==> config.mk <==
export PLATFORM = sky130hd
export DESIGN_NAME = pss_ctrl
export DESIGN_NICKNAME = d
export VERILOG_FILES = /design/src/hdl/pss_pkg.sv /design/src/hdl/pss_ctrl.sv
export SDC_FILE = /design/constraint.sdc
export NUM_CORES = 1
export LEC_CHECK = 0
export BUFFER_PORTS_ARGS = -buffer_cell sky130_fd_sc_hd__buf_2
export CORE_AREA = 4 4 41 43
export CTS_CLUSTER_DIAMETER = 80
export DETAILED_ROUTE_END_ITERATION = 7
export DIE_AREA = 0 0 45 47
export SLEW_MARGIN = 15
export SYNTH_ARGS = -nofsm -noshare
export SYNTH_HDL_FRONTEND = slang
export SYNTH_SLANG_ARGS = --single-unit
==> constraint.sdc <==
create_clock -name clk -period 1.3 [get_ports clk]
set_input_delay 0 -clock clk [delete_from_list [all_inputs] [get_ports clk]]
set_output_delay 0 -clock clk [all_outputs]
set_load 0.02 [all_outputs]
==> src/hdl/pss_pkg.sv <==
// Package: shared types, constants and codes for the particle swarm step block.
`default_nettype none
package pss_pkg;
    localparam int NUM_PARTICLES = 32;
    localparam int MAP_SIDE      = 64;
    localparam int PIDX_W        = 5;
    localparam int CIDX_W        = 6;

    localparam logic [1:0] FUNC_WRITE = 2'd0;
    localparam logic [1:0] FUNC_PLACE = 2'd1;
    localparam logic [1:0] FUNC_MOVE  = 2'd2;

    localparam logic [2:0] REG_INERTIA = 3'd0;
    localparam logic [2:0] REG_COG     = 3'd1;
    localparam logic [2:0] REG_SOCIAL  = 3'd2;
    localparam logic [2:0] REG_WIDTH   = 3'd3;
    localparam logic [2:0] REG_HEIGHT  = 3'd4;

    localparam logic signed [17:0] POS_MAX = 18'sd131071;
    localparam logic signed [17:0] POS_MIN = -18'sd131072;

    typedef enum logic [3:0] {
        ST_IDLE,
        ST_READ,
        ST_MUL_A,
        ST_MUL_B,
        ST_VEL_X,
        ST_VEL_Y,
        ST_POS,
        ST_CELL,
        ST_UPDATE,
        ST_DONE
    } state_t;

    // Command from controller to datapath
    typedef struct packed {
        logic       load;     // capture item, read particle state
        logic       mul_a;    // first product set
        logic       mul_b;    // second product set
        logic       vel_x;    // add social terms for x and y
        logic       vel_y;    // combine and clamp x and y
        logic       pos;      // advance position
        logic       lookup;   // read map cell
        logic       update;   // write back state and bests
        logic       done;     // present result
    } dp_cmd_t;

    typedef struct packed {
        logic [1:0] func;
        logic       valid;
    } dp_stat_t;
endpackage
`default_nettype wire

==> src/hdl/pss_ctrl.sv <==
// Controller: sequences one item through the datapath.
`default_nettype none
module pss_ctrl (
    input  wire logic              clk,
    input  wire logic              rst_n,
    input  wire logic              start,
    output      logic              busy,
    input  wire pss_pkg::dp_stat_t stat,
    output      pss_pkg::dp_cmd_t  cmd
);
    import pss_pkg::*;

    state_t state_reg, state_next;

    always_ff @(posedge clk or negedge rst_n)
    begin
        if (!rst_n)
        begin
            state_reg <= ST_IDLE;
        end
        else
        begin
            state_reg <= state_next;
        end
    end

    always_comb
    begin
        state_next = state_reg;
        case (state_reg)
            ST_IDLE:   if (start) state_next = ST_READ;
            ST_READ:
            begin
                if (stat.valid && stat.func == FUNC_MOVE)
                    state_next = ST_MUL_A;
                else if (stat.valid && stat.func == FUNC_PLACE)
                    state_next = ST_CELL;
                else
                    state_next = ST_DONE;
            end
            ST_MUL_A:  state_next = ST_MUL_B;
            ST_MUL_B:  state_next = ST_VEL_X;
            ST_VEL_X:  state_next = ST_VEL_Y;
            ST_VEL_Y:  state_next = ST_POS;
            ST_POS:    state_next = ST_CELL;
            ST_CELL:   state_next = ST_UPDATE;
            ST_UPDATE: state_next = ST_DONE;
            ST_DONE:   state_next = ST_IDLE;
            default:   state_next = ST_IDLE;
        endcase
    end

    always_comb
    begin
        cmd        = '0;
        busy       = (state_reg != ST_IDLE);
        cmd.load   = (state_reg == ST_IDLE) && start;
        cmd.mul_a  = (state_reg == ST_MUL_A);
        cmd.mul_b  = (state_reg == ST_MUL_B);
        cmd.vel_x  = (state_reg == ST_VEL_X);
        cmd.vel_y  = (state_reg == ST_VEL_Y);
        cmd.pos    = (state_reg == ST_POS);
        cmd.lookup = (state_reg == ST_CELL);
        cmd.update = (state_reg == ST_UPDATE);
        cmd.done   = (state_reg == ST_DONE);
    end
endmodule
`default_nettype wire

==> results by stage, run 1 <==
Finish:
- After routing the design area is 507 um2.
- The fraction of the core area covered by cells at the end of the flow is 38.9%.
- The net total in the final layout is 66.
- The area growth from synthesis to layout is 52.3%.
- The register with the most flip-flops in the layout has 4 of them.
- The number of cells in the finished layout apart from fillers is 73.
- In the final layout, the share of cells above drive strength 1 is 60.3%.
- 0 antenna diodes ended up in the layout.

GRT:
- The pin count of the biggest net entering global routing is 12.
- The met3 demand-to-capacity share in global routing is 2.30%.
- Global routing finished with a remaining overflow of 0.
- The layer carrying the most global-route usage is met2.
- The overall track demand over capacity in global routing is 9.28%.
- The via count of the first global-routing pass is 298.
- Global routing consumed, on the met2 layer, 13.8% of the routing resources.
- The global-route wire length before repair is 1270 um.
- Global routing used 9.43% of the available met1 tracks.
- The initial antenna violation count came to 0.

Synthesis:
- The count of flip-flops with a built-in enable after synthesis is 0.
- The gate count after technology mapping is 39.
- The number of nets in the synthesized netlist is 45.
- The average instance in the mapped netlist occupies 8.53 um2.
- Counting flops and latches in the post-synthesis netlist gives 4.
- The share of synthesized registers carrying an async set or reset is 100%.
- The commonest cells after synthesis are 6 x sky130_fd_sc_hd__nor2_1, 4 x sky130_fd_sc_hd__dfrtp_1, 4 x sky130_fd_sc_hd__nand2_1, 4 x sky130_fd_sc_hd__nor3_1.
- Yosys mapped the design onto 20 distinct sky130hd cell types.
- The most common cell in the netlist is sky130_fd_sc_hd__nor2_1.
- Of the synthesized area, sequential elements account for 30.1%.
- Yosys printed 0 warnings.
- The post-synthesis cell type with the largest combined area is sky130_fd_sc_hd__dfrtp_1.
- Yosys attributes the largest share of cell area to sky130_fd_sc_hd__dfrtp_1 30%, sky130_fd_sc_hd__nor4b_2 9.0%, sky130_fd_sc_hd__nor2_1 6.8%.
- In this run the biggest area consumer among cell types represents 30.1% of the synthesized area.
- In the synthesized netlist the dominant register cell turns out to be sky130_fd_sc_hd__dfrtp_1.
- The area of the mapped netlist is 333 um2.

Route:
- The vias after detailed routing is 366.
- The first TritonRoute pass finished after 3 iterations.
- In the final routed layout, each cell accounts on average for 12.7 um.
- The first routing iteration left 3 violations.
- After detailed routing, the number of vias per cell comes to 5.01.
- The number of nets with antenna violations after detailed routing is 0.
- The final layout contains routed wiring with a total length of 928 um.
- The DRC violation count after routing is 0.

Timing:
- The final clock skew is 1.41 ps.
- The number of max-slew violations in the final report is 0.
- The worst max-slew margin expressed relative to the limit is 80.3%.
- Setup repair after global routing could not meet its margin everywhere.
- The worst path needs 1280 ps of the cycle, external delays included.
- After routing, the total negative slack on setup checks comes to 0 ps.
- At the pin with the least slew margin, the transition time is 291 ps.
- The post-route fraction of the period consumed by the critical path is 98.7%.
- The count of final setup violators is 0.
- For this run, the top clock speed supported by timing is 0.780 GHz.
- The count of final hold-check violations is 0.
- The worst hold slack is 58.2 ps.

Place:
- The cell area reported after detailed placement is 417 um2.
- The number of placed instances, taps included, is 67.
- At the end of routability-driven placement, the weighted congestion stood at 0.731.
- In this run the tool buffered the top-level ports with 15 buffer cells.
- The half-perimeter wire length of the detailed placement result is 644 um.

Setup path:
- The startpoint type of the worst setup path is a register.
- The worst setup path is captured at an output pin.
- STA puts the critical path data required time at 1300 ps.
- The data arrival time of the critical path is 1280 ps.
- Counting cells, the worst reg-to-reg path comes to 3.
- The worst setup path is of the reg -> out kind.
- The biggest fanout along the worst timing path is 11.

Die:
- The die footprint is 2120 um2.
- The effective utilization at floorplan is 25.6%.
- From left edge to right edge, the die measures 45 um.
- The standard-cell row count is 13.
- The total area inside the core boundary comes to 1300 um2.
- For this design the top-level I/O count stands at 16.
- Measured along the y axis, the die boundary spans 47 um.

CTS:
- The TritonCTS clock tree is done.
- The later pin in the worst-skew pair is clocked with a latency of 240 ps.
- In this run the clock root is driven by a sky130_fd_sc_hd__clkbuf_4.
- The number of buffers added by the clock tree synthesis step is 3.
- The maximum buffer depth of the clock tree is 2.
- Clock-pin slew was measured on the worst setup and hold paths at 40 ps.
- The H-tree depth is 1.
- For this design, the sink count on the clock tree is 4.

Hold path:
- The path class of the tightest hold or removal check is in -> reg.
- Counting instances, the worst hold path has a depth of 3.

Run:
- The max-cap violation count is 0.

Power:
- The worst vdd rail ir drop is 0.855 mV.
- The analysis attributes to cell leakage a power of 0.237 nW.
- The total power divided by cell area is 2460 nW/um2.

Run status:
- The run finished with clean final reports.
## path summary, 6_finish.rpt
| check | start | end | slack (ps) |
|---|---|---|---|
| worst min-delay path | start | state_reg[0] | 60 |
| worst max-delay path | state_reg[2] | cmd[1] | 20 |
| worst min register to register | state_reg[3] | state_reg[1] | 510 |
| max in group asynchronous | rst_n | state_reg[2] | 1060 |
| worst max register to register | state_reg[0] | state_reg[1] | 120 |
| min in group asynchronous | rst_n | state_reg[0] | 100 |
## worst max-delay path: stages, from the launching register on
cell and delay (ps):
sky130_fd_sc_hd__dfrtp_2 500, sky130_fd_sc_hd__nor4b_4 350, sky130_fd_sc_hd__buf_4 200
## cell families after synthesis
kind of cell / synth area share (%)
xor+xnor: 2.63
buf+inv: 7.52
flops: 30.1
simple gates: 45.9
compound gates: 13.9
## routing by layer
metal	wire length [um]	vias up	part of all wire, %
met3	44	4	4.7
met2	469	12	51
met4	46	0	5.0
met5	0	-	0
met1	369	171	40
li1	-	179	-
## stage by stage
| step | setup slack [ps] | power [mW] |
|---|---|---|
| final | 17.4 | 1.25 |
| after global routing | -6.88 | 1.35 |
| after CTS | -7.21 | 1.12 |
| after detailed placement | 118 | 0.939 |
| after global placement | 133 | 0.939 |
| after floorplan | 7.01 | 0.791 |
## power breakdown
part	leakage [nW]	internal (mW)	switching, mW
clock	0.0138	0.104	0.0552
sequential	0.0457	0.195	0.165
combinational	0.178	0.359	0.369
## cell usage in the layout, fill, tap and decap left out
cell and instances:
sky130_fd_sc_hd__nand2_1 4, sky130_fd_sc_hd__nor2_1 4, sky130_fd_sc_hd__o311ai_0 1, sky130_fd_sc_hd__nand2b_1 1, sky130_fd_sc_hd__nor3_2 2, sky130_fd_sc_hd__xor2_1 1
sky130_fd_sc_hd__buf_2 12, sky130_fd_sc_hd__nand2b_2 2, sky130_fd_sc_hd__o21ai_0 1, sky130_fd_sc_hd__a311oi_2 1, sky130_fd_sc_hd__nor4b_2 1, sky130_fd_sc_hd__nor2b_1 1
sky130_fd_sc_hd__buf_6 1, sky130_fd_sc_hd__dfrtp_2 4, sky130_fd_sc_hd__a221oi_1 1, sky130_fd_sc_hd__nand3b_1 1, sky130_fd_sc_hd__nor4b_4 1, sky130_fd_sc_hd__and3b_1 1
sky130_fd_sc_hd__buf_4 6, sky130_fd_sc_hd__a211o_1 1, sky130_fd_sc_hd__and3_1 2, sky130_fd_sc_hd__nand4b_1 1, sky130_fd_sc_hd__nor3_1 2, sky130_fd_sc_hd__nor2_2 2
sky130_fd_sc_hd__dlygate4sd3_1 1, sky130_fd_sc_hd__clkbuf_4 3
## timing repair
item / in CTS / in global routing
endpoints found under the hold margin: 4 / 0
pin swaps: 1 / 0
setup endpoints to repair: 4 / 5
buffers inserted: 0 / 2
hold buffers: 1 / 0
gates resized for setup: 3 / 11
## final cells by class
type	instances	area (um2)
tap	15	18.8
clock buffer	3	22.5
multi-input combinational	31	234
timing repair buffer	20	126
fill	148	795
sequential	4	105
No activity file was read; power rests on OpenSTA's default activity.
==> inputs of run 2 (changes only) <==
--- a/config.mk
+++ b/config.mk
@@ -7,9 +7,11 @@
 export LEC_CHECK = 0
 export BUFFER_PORTS_ARGS = -buffer_cell sky130_fd_sc_hd__buf_2
 export CORE_AREA = 4 4 41 43
+export CTS_BUF_LIST = sky130_fd_sc_hd__clkbuf_8
 export CTS_CLUSTER_DIAMETER = 80
 export DETAILED_ROUTE_END_ITERATION = 7
 export DIE_AREA = 0 0 45 47
+export PLACE_DENSITY = 0.46
 export SLEW_MARGIN = 15
 export SYNTH_ARGS = -nofsm -noshare
 export SYNTH_HDL_FRONTEND = slang
==> run 2 against run 1 <==
Cell count is the same. Clock skew shrank 0.60 ps. Clock power grew 68%. Sequential share of layout area shrank 0.25 points. Fmax grew 4.1%.
==> results by stage, run 2 (synthesis results as in run 1) <==
CTS:
- The latest clock arrival within the worst-skew pair is 220 ps (-20 ps).
- TritonCTS built the clock tree.
- The clock-pin slew reported for the worst setup and hold paths after clock tree synthesis is 30 ps (about the same).
- The number of buffers added by the clock tree synthesis step is 3 (unchanged).
- The post-CTS setup buffer count is 0 (unchanged).
- The number of sinks handled by clock tree synthesis is 4 (unchanged).
- The H-tree depth came to 1 (unchanged).
- Clock tree synthesis selected as its root buffer the cell sky130_fd_sc_hd__clkbuf_8.
- The maximum buffer depth of the clock tree is 2 (unchanged).

Place:
- The count of input and output buffers was 15 (unchanged).
- The half-perimeter wire length of the detailed placement result is 699 um (+8.5%).
- The setup slack at placement is 113 ps (-4.34 ps).
- The cell area reported after detailed placement is 432 um2 (+3.6%).
- The weighted congestion reported at the end of routability-driven placement was 0.762 (+4.2%).

Setup path:
- The number of buffer and inverter stages on the critical path is 2 (+1).
- The worst setup path is of the reg -> out kind.
- For this design, the slowest cell found on the critical path is sky130_fd_sc_hd__dfrtp_2.
- The startpoint type of the worst setup path is a register.
- The biggest fanout along the worst timing path is 6 (-5).
- The data arrival time of the critical path was 1230 ps (-50 ps).
- The highest cell delay on the worst timing path is 430 ps (-70 ps).
- The data required time at the worst endpoint came to 1300 ps (about the same).
- The critical path goes through buf_6 -> nor4b_4 -> buf_4.
- STA classifies the critical path endpoint as an output pin.
- The cell family contributing the most delay on the critical path is flip-flops.

Timing:
- The worst max-slew margin expressed relative to the limit is 81.7% (+1.3 points).
- The number of max-slew violations in the final report is 0 (unchanged).
- The post-layout minimum cycle time came to 1230 ps (-50.3 ps).
- The smallest setup slack after layout is 67.7 ps (+50.3 ps).
- The measured slew at the worst slew-check pin came to 271 ps (-19.6 ps).
- The final clock skew is 0.809 ps (-0.600 ps).
- The post-route fraction of the period consumed by the critical path was 94.8% (-3.9 points).
- The count of final setup violators came to 0 (unchanged).
- The highest clock rate is 0.812 GHz (+4.1%).
- The count of final hold-check violations is 0 (unchanged).

Finish:
- The net total in the final layout was 66 (unchanged).
- The count of inserted antenna diode cells is 0 (unchanged).
- The share of cells above drive strength 1 was 55.2% (-5.2 points).
- The most common cell after layout, fill and taps aside is sky130_fd_sc_hd__buf_2.
- Leaving out fill and tap cells, the most frequent cells in the layout are 14 x sky130_fd_sc_hd__buf_2, 5 x sky130_fd_sc_hd__nor2_1.
- Relative to the synthesized area, the layout overhead comes to 54.1%.
- The total of fill cells in the finished design was 152 (+2.7%).
- The flip-flop count of the largest register after layout is 4 (unchanged).
- The post-route cell area is 513 um2 (+1.2%).
- The fraction of the core area covered by cells at the end of the flow is 39.4% (+0.48 points).

Power:
- The clock network power share is 20.0% (+7.3 points).
- The cell-internal power is 750 uW (+14%).
- The cell leakage power came to 0.243 nW (+2.3%).
- The net switching component of the power was 585 uW (-0.79%).
- The total power divided by cell area is 2600 nW/um2 (+5.8%).
- The worst vdd rail ir drop is 0.830 mV (-3.0%).
- The share of power burned in registers was 26.9% (-1.9 points).
- The part of the power in combinational logic is 53.1% (-5.3 points).
- The switching power as a share of total power is 43.8% (-3.5 points).
- The total power came to 1.33 mW (+7.1%).

GRT:
- The global-route wire length before repair is 1370 um (+8.2%).
- The initial antenna violation count is 0 (unchanged).
- The via count of the first global-routing pass is 307 (+3.0%).
- The global-route congestion overflow total is 0 (unchanged).
- The overall track demand over capacity in global routing was 9.58% (+0.30 points).
- The pin count of the biggest net entering global routing is 12 (unchanged).

Run status:
- The flow ran to the end, and the final reports show no timing, DRC or antenna violations.

Route:
- The detailed-router iteration count before antenna repair is 4 (+1).
- The vias after detailed routing was 348 (-4.9%).
- The average wire length per cell after detail routing was 11.8 um (-7.4%).
- The DRC violation count after routing is 0 (unchanged).
- The via density per instance came to 4.77 (-4.9%).
- The number of nets with antenna violations after detailed routing was 0 (unchanged).
- The initial DRC count is 5 (+2).
- The routed wire length is 859 um (-7.4%).

Die:
- The effective utilization at floorplan is 25.6% (unchanged).
- The number of top-level pins was 16 (unchanged).
- The core area is 1300 um2 (unchanged).
- The die footprint is 2120 um2 (unchanged).
- The standard-cell row count came to 13 (unchanged).
- The die outline height is 47 um (unchanged).
- The x dimension of the die is 45 um (unchanged).

Hold path:
- The path class of the tightest hold or removal check is in -> reg.

Run:
- The max-cap violation count is 0 (unchanged).
run 2: cell counts in the layout (fill, tap and decap cells not counted):
No cell type changed its count.
run 2: power groups by stage:
| stage | clock network (mW) | logic [mW] | registers, mW |
|---|---|---|---|
| after CTS | 0.275 | 0.698 | 0.343 |
| after global placement | 0 | 0.667 | 0.327 |
| after floorplan | 0 | 0.589 | 0.202 |
| final | 0.267 | 0.709 | 0.358 |
| after global routing | 0.280 | 0.791 | 0.378 |
| after detailed placement | 0 | 0.662 | 0.322 |
run 2: final timing paths:
path | start | endpoint | slack [ps] | cells past startpoint
setup / recovery | state_reg[0] | cmd[1] | 70 | 3
min in group asynchronous | rst_n | state_reg[1] | 120 | 2
max in group asynchronous | rst_n | state_reg[3] | 1040 | 2
setup reg to reg | state_reg[0] | state_reg[1] | 140 | 3
hold / removal | start | state_reg[0] | 70 | 3
hold reg to reg | state_reg[3] | state_reg[0] | 630 | 1
run 2: final cells by class:
| class | instances | area (um2) | area share [%] |
|---|---|---|---|
| clock buffers | 3 | 41.3 | 8.05 |
| multi-input cells | 31 | 226 | 44.1 |
| flip-flops and latches | 4 | 105 | 20.5 |
| well taps | 15 | 18.8 | 3.66 |
| repair buffers | 20 | 121 | 23.7 |
run 2: tightest hold or removal path, stage by stage:
cell	delay (ps)
sky130_fd_sc_hd__buf_2	80
sky130_fd_sc_hd__o21ai_0	70
sky130_fd_sc_hd__o311ai_0	90
run 2: what timing repair did:
item | 4_1_cts | 5_1_grt
endpoints found under the hold margin | 4 | 0
hold buffers | 1 | 0
pin swaps | 0 | 1
setup endpoints to repair | 3 | 8
gates cloned | 0 | 0
gates resized for setup | 6 | 3
run 2: metal layers:
layer  share of wire, %  track usage (%)  wire length (um)  up-vias
li1                   -                -                 -      181
met1                 49             12.6               425      154
met2                 44             13.6               374       11
met3                4.3             1.15                37        2
met4                2.6             8.77                22        0
met5                  0                0                 0        -
run 2: stage by stage:
stage | TNS [ps] | hold WS, ps | instances
floorplan | 0 | -296 | 39
detailed placement | 0 | -184 | 69
CTS | 0 | 59.8 | 73
finish | 0 | 66.7 | 73
global route | -1.39 | 86.5 | 73
global placement | 0 | -185 | 69
